--- src/hdl/assert_macros.svh ---
// Assertion macros used by the sorted timer queue top level to check its own logic.
`ifndef ASSERT_MACROS_SVH
`define ASSERT_MACROS_SVH

// Check a property on every rising clk edge, held off while in reset.
`define ASSERT_CLK(label, prop, msg) \
    label: assert property (@(posedge clk) disable iff (!rst_n) (prop)) else $error(msg);

// Check an implication whose consequent is due in the next cycle.
`define ASSERT_NEXT(label, cause, effect, msg) \
    label: assert property (@(posedge clk) disable iff (!rst_n) (cause) |=> (effect)) \
        else $error(msg);

`endif

--- src/hdl/stq_pkg.sv ---
// Types, codes and sizes of the sorted timer queue.
package stq_pkg;

    localparam int DEPTH   = 64;
    localparam int CNT_W   = $clog2(DEPTH + 1);
    localparam int DL_W    = 32;
    localparam int ID_W    = 32;
    localparam int TAG_W   = 32;
    localparam int OCC_W   = 7;

    typedef enum logic [1:0] {
        CMD_SCHEDULE = 2'd0,
        CMD_CANCEL   = 2'd1,
        CMD_FIRE     = 2'd2,
        CMD_NOP      = 2'd3
    } cmd_t;

    typedef enum logic [1:0] {
        ST_OK        = 2'd0,
        ST_FULL      = 2'd1,
        ST_NOT_FOUND = 2'd2,
        ST_EMPTY     = 2'd3
    } status_t;

    typedef struct packed {
        logic [DL_W-1:0]  deadline;
        logic [ID_W-1:0]  id;
        logic [TAG_W-1:0] tag;
    } entry_t;

    // Per-cycle operation broadcast to every cell.
    typedef struct packed {
        logic schedule;
        logic cancel;
        logic fire;
    } cell_op_t;

    typedef struct packed {
        status_t          status;
        logic [ID_W-1:0]  new_id;
        logic [ID_W-1:0]  fired_id;
        logic [TAG_W-1:0] fired_tag;
        logic [DL_W-1:0]  fired_deadline;
        logic [OCC_W-1:0] occupancy;
    } result_t;

endpackage

--- src/hdl/stq_cell.sv ---
// One slot of the sorted chain: holds an entry and shifts with its neighbours.
module stq_cell (
    input  logic                      clk,
    input  stq_pkg::cell_op_t         op,
    input  logic                      occupied,
    input  logic [stq_pkg::DL_W-1:0]  key_deadline,
    input  logic [stq_pkg::ID_W-1:0]  key_id,
    input  stq_pkg::entry_t           new_entry,
    input  stq_pkg::entry_t           left_entry,
    input  stq_pkg::entry_t           right_entry,
    input  logic                      left_ge,
    input  logic                      match_in,
    output stq_pkg::entry_t           entry,
    output logic                      ge,
    output logic                      match_out
);

    stq_pkg::entry_t entry_reg;
    stq_pkg::entry_t entry_next;
    logic            hit;

    always_comb
    begin
        // An empty slot counts as later than any deadline.
        ge        = !occupied || (entry_reg.deadline >= key_deadline);
        hit       = occupied && (entry_reg.deadline == key_deadline) && (entry_reg.id == key_id);
        match_out = match_in || hit;
    end

    always_comb
    begin
        entry_next = entry_reg;
        if (op.schedule)
        begin
            // Slots after the insertion point shift right by one.
            if (left_ge)
                entry_next = left_entry;
            else if (ge)
                entry_next = new_entry;
        end
        if (op.cancel && match_out)
            entry_next = right_entry;
        if (op.fire)
            entry_next = right_entry;
    end

    always_ff @(posedge clk)
    begin
        entry_reg <= entry_next;
    end

    assign entry = entry_reg;

endmodule

--- config.mk ---
export PLATFORM = sky130hd
export DESIGN_NAME = stq_cell
export DESIGN_NICKNAME = d
export VERILOG_FILES = /design/src/hdl/assert_macros.svh /design/src/hdl/stq_pkg.sv /design/src/hdl/stq_cell.sv
export SDC_FILE = /design/constraint.sdc
export NUM_CORES = 1
export LEC_CHECK = 0
export ABC_AREA = 1
export BUFFER_PORTS_ARGS = -buffer_cell sky130_fd_sc_hd__buf_2
export CORE_AREA = 5 5 175 177
export CTS_CLUSTER_SIZE = 16
export DETAILED_ROUTE_END_ITERATION = 7
export DIE_AREA = 0 0 180 182
export GPL_TIMING_DRIVEN = 1
export PLACE_DENSITY = 0.56
export SETUP_SLACK_MARGIN = 0.05
export SYNTH_ARGS = -nofsm -noshare
export SYNTH_HDL_FRONTEND = slang
export SYNTH_SLANG_ARGS = --single-unit
--- constraint.sdc ---
create_clock -name clk -period 12.95 [get_ports clk]
set_input_delay 0 -clock clk [delete_from_list [all_inputs] [get_ports clk]]
set_output_delay 0 -clock clk [all_outputs]
set_load 0.005 [all_outputs]
# Yosys cells after proc, flatten, opt, wreduce, memory -nomap -nowiden

Index checks and enable logic that the tools add are counted.

Memory bits (read-only): 0
Output and inout bits: 98
Latch bits: 0
Bits in writable memories: 0
Flip-flop bits (word level): 96
Input bits: 359
Memories kept: 0

Bitwise gates (word level): 0
Reduce and logical (&&, ||, !) cells: 9
Divide/modulo/power cells: 0
Multipliers: 0
$lt $le $gt $ge: 1
Shift operators: 0
Muxes and demuxes: 5
Add/sub/neg operators: 0
Equality and inequality tests: 2

Operators by type and width:

| kind                | number |
|---|---|
| $mux W96            | 5 |
| $eq A32 B32 Y1      | 2 |
| $ge A32 B32 Y1      | 1 |
| $reduce_bool A4 Y1  | 1 |
| $logic_and A1 B1 Y1 | 3 |
| $reduce_bool A3 Y1  | 1 |
| $logic_or A1 B1 Y1  | 2 |
| $reduce_and A2 Y1   | 1 |
| $logic_not A1 Y1    | 1 |

# Longest topological paths before layout

Gate-level depths: netlist (run 1).

Depth in word-level cells: 7
Depth in mapped cells: 16
Gate-level depth less buffers: 14

# Worst setup path after synthesis (run 1)

OpenSTA, ideal clock, no wires.

Kind: reg2reg
Start: register entry_reg (netlist bit entry[95])
End: register entry_reg (netlist bit entry[0]) (enable)
Cell stages (with the launch flop): 13
Data required time: 11.806 ns
Path buffers: 1
Setup slack: 8.041 ns
Arrival time: 3.766 ns
Clock period less this slack: 4.909 ns
Cell sequence: edfxtp_1 ha_1 nand2_1 nor2_2 nand2_1 nor2_2 nand2_1 nor2_1 nand3_1 nand2_2 nand2_4 clkbuf_1 nand3_1

Cells in the longest elaborated chain, start to end: 7
Elaborated cells between the ends (all ways): 10
Classes of those cells: order compare (1); eq/ne (1); reduce/logical (8)

Ends and longest elaborated chain:

| element                                                                          | line           | source |
|---|---|---|
| from (decl)                                                                      | stq_cell.sv:18 | `stq_pkg::entry_t entry_reg;` |
| from (signal assigned)                                                           | stq_cell.sv:49 | `entry_reg <= entry_next;` |
| $eq A32 B32 Y1 (*)                                                               | stq_cell.sv:26 | `hit = occupied && (entry_reg.deadline == key_deadline) && (entry_reg.id == key_id);` |
| $logic_and A1 B1 Y1 (*) (2 in a row)                                             | stq_cell.sv:26 |  |
| $logic_or A1 B1 Y1 (*)                                                           | stq_cell.sv:27 | `match_out = match_in \|\| hit;` |
| via match_out                                                                    | stq_cell.sv:15 | `output logic match_out` |
| $logic_and A1 B1 Y1 (*)                                                          | stq_cell.sv:41 | `if (op.cancel && match_out)` |
| $reduce_bool A4 Y1 (no source line) / $reduce_bool A3 Y1 (equally long branches) | --             |  |
| $reduce_and A2 Y1 (no source line) (*)                                           | --             |  |

Mark *: on every way through the listed nets, which the timed path passes. The rest lies on a longest branch.
A chain may end at the register's enable or synchronous reset.

# Worst setup path after layout (run 1)

Start: register entry_reg (netlist bit entry[91])
End: register entry_reg (netlist bit entry[22]) (enable)

Cells in the longest elaborated chain, start to end: 7
Elaborated cells between the ends (all ways): 10
Classes of those cells: order compare (1); eq/ne (1); reduce/logical (8)

Ends and longest elaborated chain:

| element |
|---|
| branches (longest 6 deep; another with $ge A32 B32 Y1) |
| $reduce_and A2 Y1 (no source line) (*) |

Mark *: on every way between the ends.

==> results.toml, run 1 <==
[global_route]
grt_antenna_before_repair = 4
grt_overflow = 0
grt_start_max_net_pins = 97
grt_pass1_wl_um = 45310
grt_pass1_vias = 8427
grt.total_usage = 0.1749

[die]
die_x_um = 180
num_rows = 63
initial_utilization = 0.2382
coreArea_mm2 = 0.02909
fp.dieH_um = 182
ioPinCount = 457
die-area_mm2 = 0.03276

[layout]
nets = 1924
largest_register_ffs = 96
drive_gt1_frac = 0.3153
fin_area_mm2 = 0.01076
area_growth_pct = 55.27
seq_area_mm2 = 0.002883
stdcell_count = 1931
num-fill-cells = 3076
multi_input_area_mm2 = 0.003476

[setup_path]
worstReg2RegStart = "entry[91]$_DFFE_PP_"
r2r_slack_ns = 9.36
endpoint = "entry[22]$_DFFE_PP_"
setup.worst_path.class = "register to register"
r2r_end = "entry[22]$_DFFE_PP_"
critPathArrivalTime_ns = 3.58
crit_path_start = "entry[91]$_DFFE_PP_"
worstRegToRegCells = 12
cp-start-kind = "register"
endpoint_kind = "register"
crit_path_max_fanout = 50
cp.required_ns = 12.93

[drt]
drc = 0
num_vias = 8208
finalWirelength_um = 29680
vias_per_cell = 4.251
ant_nets = 0
first_iter_violations = 354
wire_per_inst_um = 15.37
first_pass_iters = 5

[power]
power_per_cell_area_mw_per_mm2 = 89.24
p_leak_uw = 0.006107
vdd_drop_max_uv = 58.19

[cts]
htree_levels = 3
post_cts_buffers = 0
clkTransAtPathRegs_ns = 0.07
cts_tree = "yes"
clkLatencyLatePin_ns = 0.35
ctsHoldBuffers = 95
cts_max_path_buffers = 2
cts_made_buffers = 9
cts_resized = 0
cts.sinks = 96
cts_root_buf = "clkbuf_16"

[placement]
hpwl_um = 23100
post_dp_cell_area_mm2 = 0.009502
dp_slack_ns = 9.169
port_buffers = 456
gp_congestion = 0.9137
dp_cells = 1817

[sta]
min_period_ns = 3.595
setup_viol = 0
hold_ws_ns = 0.004725
fin_ws_ns = 9.355
fmax_mhz = 278.2
rsz0062_at_grt = "no"
timing.slew.headroom = 0.2756
fin_worst_skew_ns = 0.01533
worstMarginPinSlew_ns = 1.087
hold_violations = 0
min_period_over_period = 0.2776
slew_viol_final = 0
setup_tns_ns = 0

[synth]
yosysSeqAreaShare = 0.4161
synthCells = 1015
synthDistinctLibCells = 23
synthesis.nets = 1406
syn_area_mm2 = 0.006928
ys_seq_elements = 96
synth_area_per_cell_um2 = 6.826
ys_warn_count = 0

[flow_run]
drv_cap = 0

[min_path]
hold_class = "input port to register"

[outcome]
status = "completed"
## report_power, final
group | total [uW] | internal, uW | leakage, uW | switching (uW)
clock | 278 | 151 | 0.000141 | 127
combinational | 277 | 130 | 0.00496 | 148
sequential | 404 | 386 | 0.00101 | 18.1
## per-stage QoR
step	util	power [uW]
floorplan	-	535.6
global placement	0.3267	665.5
detailed placement	0.3267	669.9
CTS	0.3696	976.5
global route	0.3698	1027
finish	0.3698	960.0
## Yosys cell counts
cell type / n / area, um2
a21oi_1: 16 / 80.08
buf_1: 10 / 37.54
buf_2: 9 / 45.04
buf_6: 1 / 11.26
buf_8: 5 / 75.07
clkbuf_1: 26 / 97.59
edfxtp_1: 96 / 2883
ha_1: 32 / 400.4
inv_1: 82 / 307.8
inv_2: 2 / 7.510
nand2_1: 574 / 2155
nand2_2: 1 / 6.260
nand2_4: 2 / 22.52
nand3_1: 102 / 510.5
nand3b_1: 1 / 7.510
nand4_1: 1 / 6.260
nor2_1: 31 / 116.4
nor2_2: 2 / 12.51
nor3_1: 1 / 5.000
o21a_1: 1 / 7.510
o21ai_0: 11 / 55.05
xnor2_1: 6 / 52.55
xor2_1: 3 / 26.28
## worst max-delay path: stages (launching register included)
cell and delay, ns:
edfxtp_1 0.40, ha_1 0.32, nand2_1 0.09, nor2_1 0.12, nand2_1 0.09, nor2_2 0.15
nand2_1 0.10, nor2_1 0.10, nand3_1 0.08, nand2_2 0.10, nand2_4 0.30, nand3_4 0.69
buf_4 0.61
## per-layer routing
| layer | share of wire | vias to the layer above | GRT usage | routed length [um] |
|---|---|---|---|---|
| met1 | 0.40 | 3552 | 0.2004 | 11730 |
| met2 | 0.50 | 372 | 0.3127 | 14870 |
| met5 | 0.00044 | - | 0 | 13 |
| li1 | - | 4227 | - | - |
| met3 | 0.071 | 55 | 0.04527 | 2116 |
| met4 | 0.032 | 2 | 0.06766 | 949 |
## cell families after synthesis
| logic type | Yosys count | synth area share |
|---|---|---|
| compound gates | 28 | 0.02059 |
| xor+xnor | 9 | 0.01138 |
| fa+ha+maj | 32 | 0.05779 |
| buf+inv | 135 | 0.08398 |
| flops | 96 | 0.4161 |
| simple gates | 715 | 0.4102 |
## final cells by class
class                   instances  area share
diodes                          3   0.0006979
clock buffers                  10     0.02129
clock inverters                 6    0.006281
inverters                      84     0.02955
multi-input cells             784      0.3231
flip-flops and latches         96      0.2680
well taps                     390     0.04536
repair buffers                558      0.3057
## how the worst min path moves through the flow
stage,startpoint,endpoint,depth (start not counted),slack [ns]
6_report,right_entry[1],entry[1]$_DFFE_PP_,3,0.005
5_1_grt,right_entry[1],entry[1]$_DFFE_PP_,3,0.01
4_1_cts,right_entry[1],entry[1]$_DFFE_PP_,3,0.008
3_5_place_dp,right_entry[26],entry[26]$_DFFE_PP_,3,0.27
3_3_place_gp,right_entry[24],entry[24]$_DFFE_PP_,3,0.26
2_1_floorplan,match_in,match_out,2,0.11
## cell usage in the layout, fill, tap and decap left out, types with 2 or more instances in the layout
master           n
edfxtp_1        96
ha_1            32
nand3_1        101
nand2_4          2
a21oi_1         16
clkinv_2         2
diode_2          3
o21ai_0         11
nand2_1        574
nor2_2           2
dlygate4sd3_1   95
clkinv_4         2
inv_1           82
nor2_1          31
clkbuf_16        9
buf_2          455
xor2_1           3
xnor2_1          6
buf_4            8
Power figures use the tool's default switching activity.
==> inputs of run 2 (changes only) <==
--- a/config.mk
+++ b/config.mk
@@ -5,14 +5,14 @@
 export SDC_FILE = /design/constraint.sdc
 export NUM_CORES = 1
 export LEC_CHECK = 0
-export ABC_AREA = 1
+export ABC_AREA = 0
 export BUFFER_PORTS_ARGS = -buffer_cell sky130_fd_sc_hd__buf_2
-export CORE_AREA = 5 5 175 177
+export CORE_AREA = 5 5 176 178
 export CTS_CLUSTER_SIZE = 16
 export DETAILED_ROUTE_END_ITERATION = 7
-export DIE_AREA = 0 0 180 182
+export DIE_AREA = 0 0 181 183
 export GPL_TIMING_DRIVEN = 1
-export PLACE_DENSITY = 0.56
+export PLACE_DENSITY = 0.53
 export SETUP_SLACK_MARGIN = 0.05
 export SYNTH_ARGS = -nofsm -noshare
 export SYNTH_HDL_FRONTEND = slang
==> constraint.sdc (replaced) <==
create_clock -name clk -period 3.7 [get_ports clk]
set_input_delay 0 -clock clk [delete_from_list [all_inputs] [get_ports clk]]
set_output_delay 0 -clock clk [all_outputs]
set_load 0.005 [all_outputs]
==> run 2 against run 1 <==
Against the previous run: via count down 24%; sequential power grew to 3.5 times the previous value; sequential share of layout area grew 2.6 points; core utilization shrank 3.4 points; register-to-register slack lost 8.9 ns; first-iteration DRC count fell by 44%; non-clock buffer count down 23; total power rose to 3.3 times the previous value; maximum frequency grew 9.5%; wire length shrank 17%.
==> results.toml, run 2 <==
[layout]
largest_register_ffs = 96
drive_gt1_frac = 0.4417
finalCoreUtilization = 0.3354
final_common_cell = "buf_2"
num-fill-cells = 3006
area_growth_pct = 59.16
mostFrequentLayoutCells = "buf_2, a21oi_1, nor2_1"
nets = 1485
fin_area_mm2 = 0.009809

[setup_path]
crit_buf_inv = 3
critPathArrivalTime_ns = 3.38
cp.required_ns = 3.80
r2r_end = "entry[3]$_DFFE_PP_"
worstReg2RegStart = "entry[65]$_DFFE_PP_"
setup.worst_path.class = "register to register"
worstRegToRegCells = 10
cp-start-kind = "register"
path_cells = "ha_1 -> and4_1 -> nand4_1 -> nor4_1 -> buf_4 -> a41oi_4 -> buf_12 -> nor2_1 -> a21oi_1 -> dlygate4sd3_1"
crit_path_max_fanout = 82
endpoint_kind = "register"
cp_slowest_stage_delay_ns = 0.57
crit_path_top_delay_cell = "dlygate4sd3_1"
cp_top_family = "buffers and inverters"
r2r_slack_ns = 0.42

[placement]
hpwl_um = 19940
port_buffers = 456
post_dp_cell_area_mm2 = 0.008817
gp_congestion = 0.8597

[synth]
synth_compound_area_frac = 0.1068
synthMuxAreaShare = 0.1559
async_flop_share = 0
synthXorXnorAreaFrac = 0.04547
synth_fa_ha_area_frac = 0.06496
synth-simple-area-share = 0.09683
synth_edf_count = 96
syn_area_mm2 = 0.006163
ys_warn_count = 0
yosysTopAreaCellShare = 0.4677
synthesis.nets = 971
ys_seq_elements = 96
synth.most_common_cell = "a21oi_1"
synthDistinctLibCells = 31
synthCells = 580
synth_ff_type = "edfxtp_1"
synth_area_leaders = "edfxtp_1, mux2i_1, a21oi_1, ha_1, nor2_1"
synth_area_per_cell_um2 = 10.63
yosysTopAreaCell = "edfxtp_1"
yosysSeqAreaShare = 0.4677
synth_top_family_by_area = "multiplexers"
netlist_top_cells_count = "a21oi_1, nor2_1, edfxtp_1, mux2i_1"

[power]
power_per_cell_area_mw_per_mm2 = 326.4
vdd_drop_max_uv = 148.9
p_leak_uw = 0.004733

[die]
ioPinCount = 457
fp.dieH_um = 183
coreArea_mm2 = 0.02924
num_rows = 63
die_x_um = 181
die-area_mm2 = 0.03312
initial_utilization = 0.2108

[cts]
cts_max_path_buffers = 2
post_cts_buffers = 0
cts_made_buffers = 9
cts_tree = "yes"
htree_levels = 3
clkTransAtPathRegs_ns = 0.08
ctsHoldBuffers = 71
clkLatencyLatePin_ns = 0.35
cts.sinks = 96
cts_root_buf = "clkbuf_16"
cts_resized = 0

[drt]
drc = 0
first_iter_violations = 199
num_vias = 6248
first_pass_iters = 6
finalWirelength_um = 24520
vias_per_cell = 4.196
ant_nets = 0
wire_per_inst_um = 16.47

[sta]
rsz0062_at_grt = "no"
slew_viol_final = 0
setup_tns_ns = 0
min_period_over_period = 0.8870
hold_violations = 0
setup_viol = 0
fin_worst_skew_ns = 0.01562
fmax_mhz = 304.7
min_period_ns = 3.282
hold_ws_ns = 0.01388
timing.slew.headroom = 0.5931
worstMarginPinSlew_ns = 0.6104

[global_route]
grt_start_max_net_pins = 87
gr-max-usage-layer = "met2"
grt_pass1_vias = 6455
grt.total_usage = 0.1381
grt.met2_usage = 0.2442
grt_use_met3 = 0.03868
met1_usage = 0.1633
grt_overflow = 0
grt_antenna_before_repair = 1
grt_pass1_wl_um = 35600

[min_path]
worstHoldEndpoint = "entry[83]$_DFFE_PP_"
min-delay-start = "right_entry[83]"
holdPathStages = 3
hold_class = "input port to register"

[flow_run]
drv_cap = 0

[outcome]
status = "completed"
==> run 2: cell count changes after synthesis, moves of 18 or more <==
cell / delta
nand2_1: -566
nand3_1: -99
mux2i_1: +96
a21oi_1: +92
nor2_1: +67
inv_1: -50
buf_6: +18
==> run 2: area by class of cell <==
| cell class | instances | area [um2] | share of cell area |
|---|---|---|---|
| multi-input combinational | 420 | 2915 | 0.2972 |
| inverter | 32 | 120.1 | 0.01224 |
| clock inverter | 6 | 53.80 | 0.005485 |
| antenna | 1 | 2.502 | 0.0002551 |
| sequential | 96 | 2883 | 0.2939 |
| timing repair buffer | 535 | 3122 | 0.3182 |
| clock buffer | 9 | 225.2 | 0.02296 |
| tap | 390 | 488.0 | 0.04974 |
==> run 2: kinds of logic (layout without fill, tap and decap cells) <==
kind of cell | after synthesis | in the layout
adders and majority gates | 32 | 32
AOI/OAI and AO/OA | 124 | 124
buffers and inverters | 64 | 582
and+or+nand+nor | 136 | 136
other | 0 | 1
DFF | 96 | 96
muxes | 96 | 96
xor gates and xnor gates | 32 | 32
==> run 2: report_power, final <==
group	internal, uW	total, uW	switching, uW
clock network	466	936	470
registers	1340	1410	70.6
logic	445	851	406
total	2250	3200	947
==> run 2: worst max path at each step <==
stage / to / cells past startpoint / from
final: entry[3]$_DFFE_PP_ / 10 / entry[65]$_DFFE_PP_
after global routing: entry[3]$_DFFE_PP_ / 10 / entry[65]$_DFFE_PP_
after CTS: entry[3]$_DFFE_PP_ / 10 / entry[65]$_DFFE_PP_
after detailed placement: entry[38]$_DFFE_PP_ / 9 / entry[65]$_DFFE_PP_
after global placement: entry[30]$_DFFE_PP_ / 8 / entry[66]$_DFFE_PP_
after floorplan: entry[0]$_DFFE_PP_ / 7 / entry[87]$_DFFE_PP_
==> run 2: worst reg2reg max path, stage by stage (launching register included) <==
cell and delay, ns:
edfxtp_1 0.40, ha_1 0.31, and4_1 0.23, nand4_1 0.09
nor4_1 0.54, buf_4 0.23, a41oi_4 0.20, buf_12 0.25
nor2_1 0.17, a21oi_1 0.05, dlygate4sd3_1 0.57
==> run 2: stage by stage <==
stage | worst slack [ns] | std cells | total power [uW]
final | 0.4181 | 1489 | 3201
after global routing | 0.1187 | 1489 | 3407
after CTS | 0.2190 | 1488 | 3270
after detailed placement | 0.6605 | 1402 | 2243
after global placement | 0.7723 | 1402 | 2238
after floorplan | 0.1870 | 580 | 1807
==> run 2: routing by layer <==
layer  part of all wire  vias to the layer above  wire length (um)
met5                  0                        -                 0
met4              0.022                        0               537
met3              0.071                       26              1748
met2               0.51                      285             12400
met1               0.40                     2808              9838
li1                   -                     3129                 -
==> inputs of run 3 (changes only) <==
--- a/config.mk
+++ b/config.mk
@@ -7,12 +7,14 @@
 export LEC_CHECK = 0
 export ABC_AREA = 0
 export BUFFER_PORTS_ARGS = -buffer_cell sky130_fd_sc_hd__buf_2
+export CELL_PAD_IN_SITES_DETAIL_PLACEMENT = 1
+export CELL_PAD_IN_SITES_GLOBAL_PLACEMENT = 1
 export CORE_AREA = 5 5 176 178
 export CTS_CLUSTER_SIZE = 16
 export DETAILED_ROUTE_END_ITERATION = 7
 export DIE_AREA = 0 0 181 183
 export GPL_TIMING_DRIVEN = 1
-export PLACE_DENSITY = 0.53
+export PLACE_DENSITY = 0.68
 export SETUP_SLACK_MARGIN = 0.05
 export SYNTH_ARGS = -nofsm -noshare
 export SYNTH_HDL_FRONTEND = slang
==> run 3 against run 2 <==
Against the previous run: count of clock-buffer cells in the layout stayed put; final cell count is 0.47% lower; first-iteration DRC count is 21% lower; critical path depth is 2 lower; sequential power hardly changed; maximum frequency is 11% higher; flip-flop and latch count stayed put; clock power is 13% higher; critical path type unchanged; largest power group unchanged.
==> results.toml, run 3 (synthesis gave the netlist of run 2 again) <==
[drt]
top_layer_used = "met4"
m1WireLength_um = 10550
finalWirelength_um = 26880
num_vias = 6304
first_pass_iters = 4
ant_nets = 0
first_iter_violations = 157
wire_per_inst_um = 18.14
wl_met2_um = 14230
drc = 0
wl_met3_um = 1762
vias_per_cell = 4.254

[cts]
ctsHoldBuffers = 65
cts_max_path_buffers = 2
cts.sinks = 96
cts_resized = 0
clkLatencyLatePin_ns = 0.35
htree_levels = 3
clkTransAtPathRegs_ns = 0.07
post_cts_buffers = 0
cts_root_buf = "clkbuf_16"
cts_made_buffers = 9
cts_tree = "yes"

[min_path]
hold_class = "input port to register"

[layout]
finalCoreUtilization = 0.3336
multi_input_area_mm2 = 0.002915
num-fill-cells = 3490
final_common_cell = "buf_2"
drive_gt1_frac = 0.4427
seq_area_mm2 = 0.002883
largest_register_ffs = 96
area_growth_pct = 58.30
nets = 1477
mostFrequentLayoutCells = "buf_2, a21oi_1, nor2_1"

[die]
initial_utilization = 0.2108
fp.dieH_um = 183
ioPinCount = 457
num_rows = 63
die_x_um = 181
die-area_mm2 = 0.03312
coreArea_mm2 = 0.02924

[setup_path]
setup.worst_path.class = "register to register"
crit_path_max_fanout = 96
path_cells = "ha_1 -> nand4_1 -> nor4_1 -> o31ai_1 -> a31oi_1 -> o31a_1 -> nand2b_4 -> buf_12"
cp-start-kind = "register"
cp_slowest_stage_delay_ns = 0.44
crit_path_top_delay_cell = "nor4_1"
cp.required_ns = 3.68
critPathArrivalTime_ns = 2.94
endpoint_kind = "register"

[power]
pwr-share-seq = 0.424
power_per_cell_area_mw_per_mm2 = 342.0
vdd_drop_max_uv = 143.8
p_leak_uw = 0.004721
power_frac_clock = 0.318
switching_share = 0.2854
switchingPower_uw = 952.2
p_comb_frac = 0.258
internal-power_uw = 2384

[sta]
fin_worst_skew_ns = 0.01413
worstMarginPinSlew_ns = 0.7513
setup_viol = 0
timing.slew.headroom = 0.4992
slew_viol_final = 0
hold_violations = 0
rsz0062_at_grt = "no"
setup_tns_ns = 0
fmax_mhz = 337.9
min_period_over_period = 0.7999
min_period_ns = 2.960

[global_route]
grt_pass1_wl_um = 39190
grt_antenna_before_repair = 1
grt_overflow = 0
grt.total_usage = 0.1520
grt_pass1_vias = 6982
grt_start_max_net_pins = 121

[placement]
hpwl_um = 21760
gp_congestion = 0.8748
port_buffers = 456

[outcome]
status = "completed"

[flow_run]
drv_cap = 0
run 3: cell count changes in the layout (fill, tap and decap cells not counted):
| cell | delta |
|---|---|
| buf_12 | -2 |
| inv_8 | -1 |
| clkinvlp_4 | -3 |
| clkinv_1 | +1 |
| inv_6 | +1 |
| dlygate4sd3_1 | -6 |
| clkinv_4 | +1 |
| bufinv_16 | +2 |
run 3: critical path: cells and delay by family (launching register included):
kind,cells,cell delay (ns)
simple gates,3,0.76
compound gates,3,0.55
flops,1,0.42
buf+inv,1,0.36
fa+ha+maj,1,0.35
run 3: final timing paths:
kind,from,endpoint,slack (ns),cells past startpoint
worst max-delay path,entry[78]$_DFFE_PP_,entry[64]$_DFFE_PP_,0.74,8
worst min-delay path,right_entry[84],entry[84]$_DFFE_PP_,0.004,3
worst max register to register,entry[78]$_DFFE_PP_,entry[64]$_DFFE_PP_,0.74,8
worst min register to register,entry[46]$_DFFE_PP_,entry[79]$_DFFE_PP_,1.41,6
run 3: metal layers:
layer | up-vias | track usage
met5 | - | 0
met4 | 0 | 0.03092
met3 | 18 | 0.04106
met2 | 250 | 0.2839
met1 | 2922 | 0.1751
li1 | 3114 | -
run 3: power by group through the flow:
stage                     clock network (uW)  registers [uW]  logic, uW
after floorplan                            0            1440        370
after global placement                     0            1430        798
after detailed placement                   0            1440        816
after CTS                               1120            1420        874
after global routing                    1160            1430        955
final                                   1060            1410        862
run 3: metrics by stage:
stage	hold WS, ns	setup slack (ns)	total power [uW]	cell area [um2]	instances
finish	0.004055	0.7402	3337	9757	1482
global route	0.005226	0.5873	3541	9757	1482
CTS	0.00006492	0.7395	3411	9754	1481
detailed placement	0.2933	0.7571	2256	8777	1400
global placement	0.2929	0.8112	2231	8777	1400
floorplan	0.08199	0.1870	1807	6166	580
run 3: layout make-up:
| cell class | count | area share |
|---|---|---|
| clock buffers | 9 | 0.02308 |
| clock inverters | 7 | 0.01039 |
| multi-input cells | 420 | 0.2988 |
| repair buffers | 527 | 0.3097 |
| inverters | 32 | 0.01231 |
| well taps | 390 | 0.05001 |
| flip-flops and latches | 96 | 0.2955 |
| diodes | 1 | 0.0002565 |
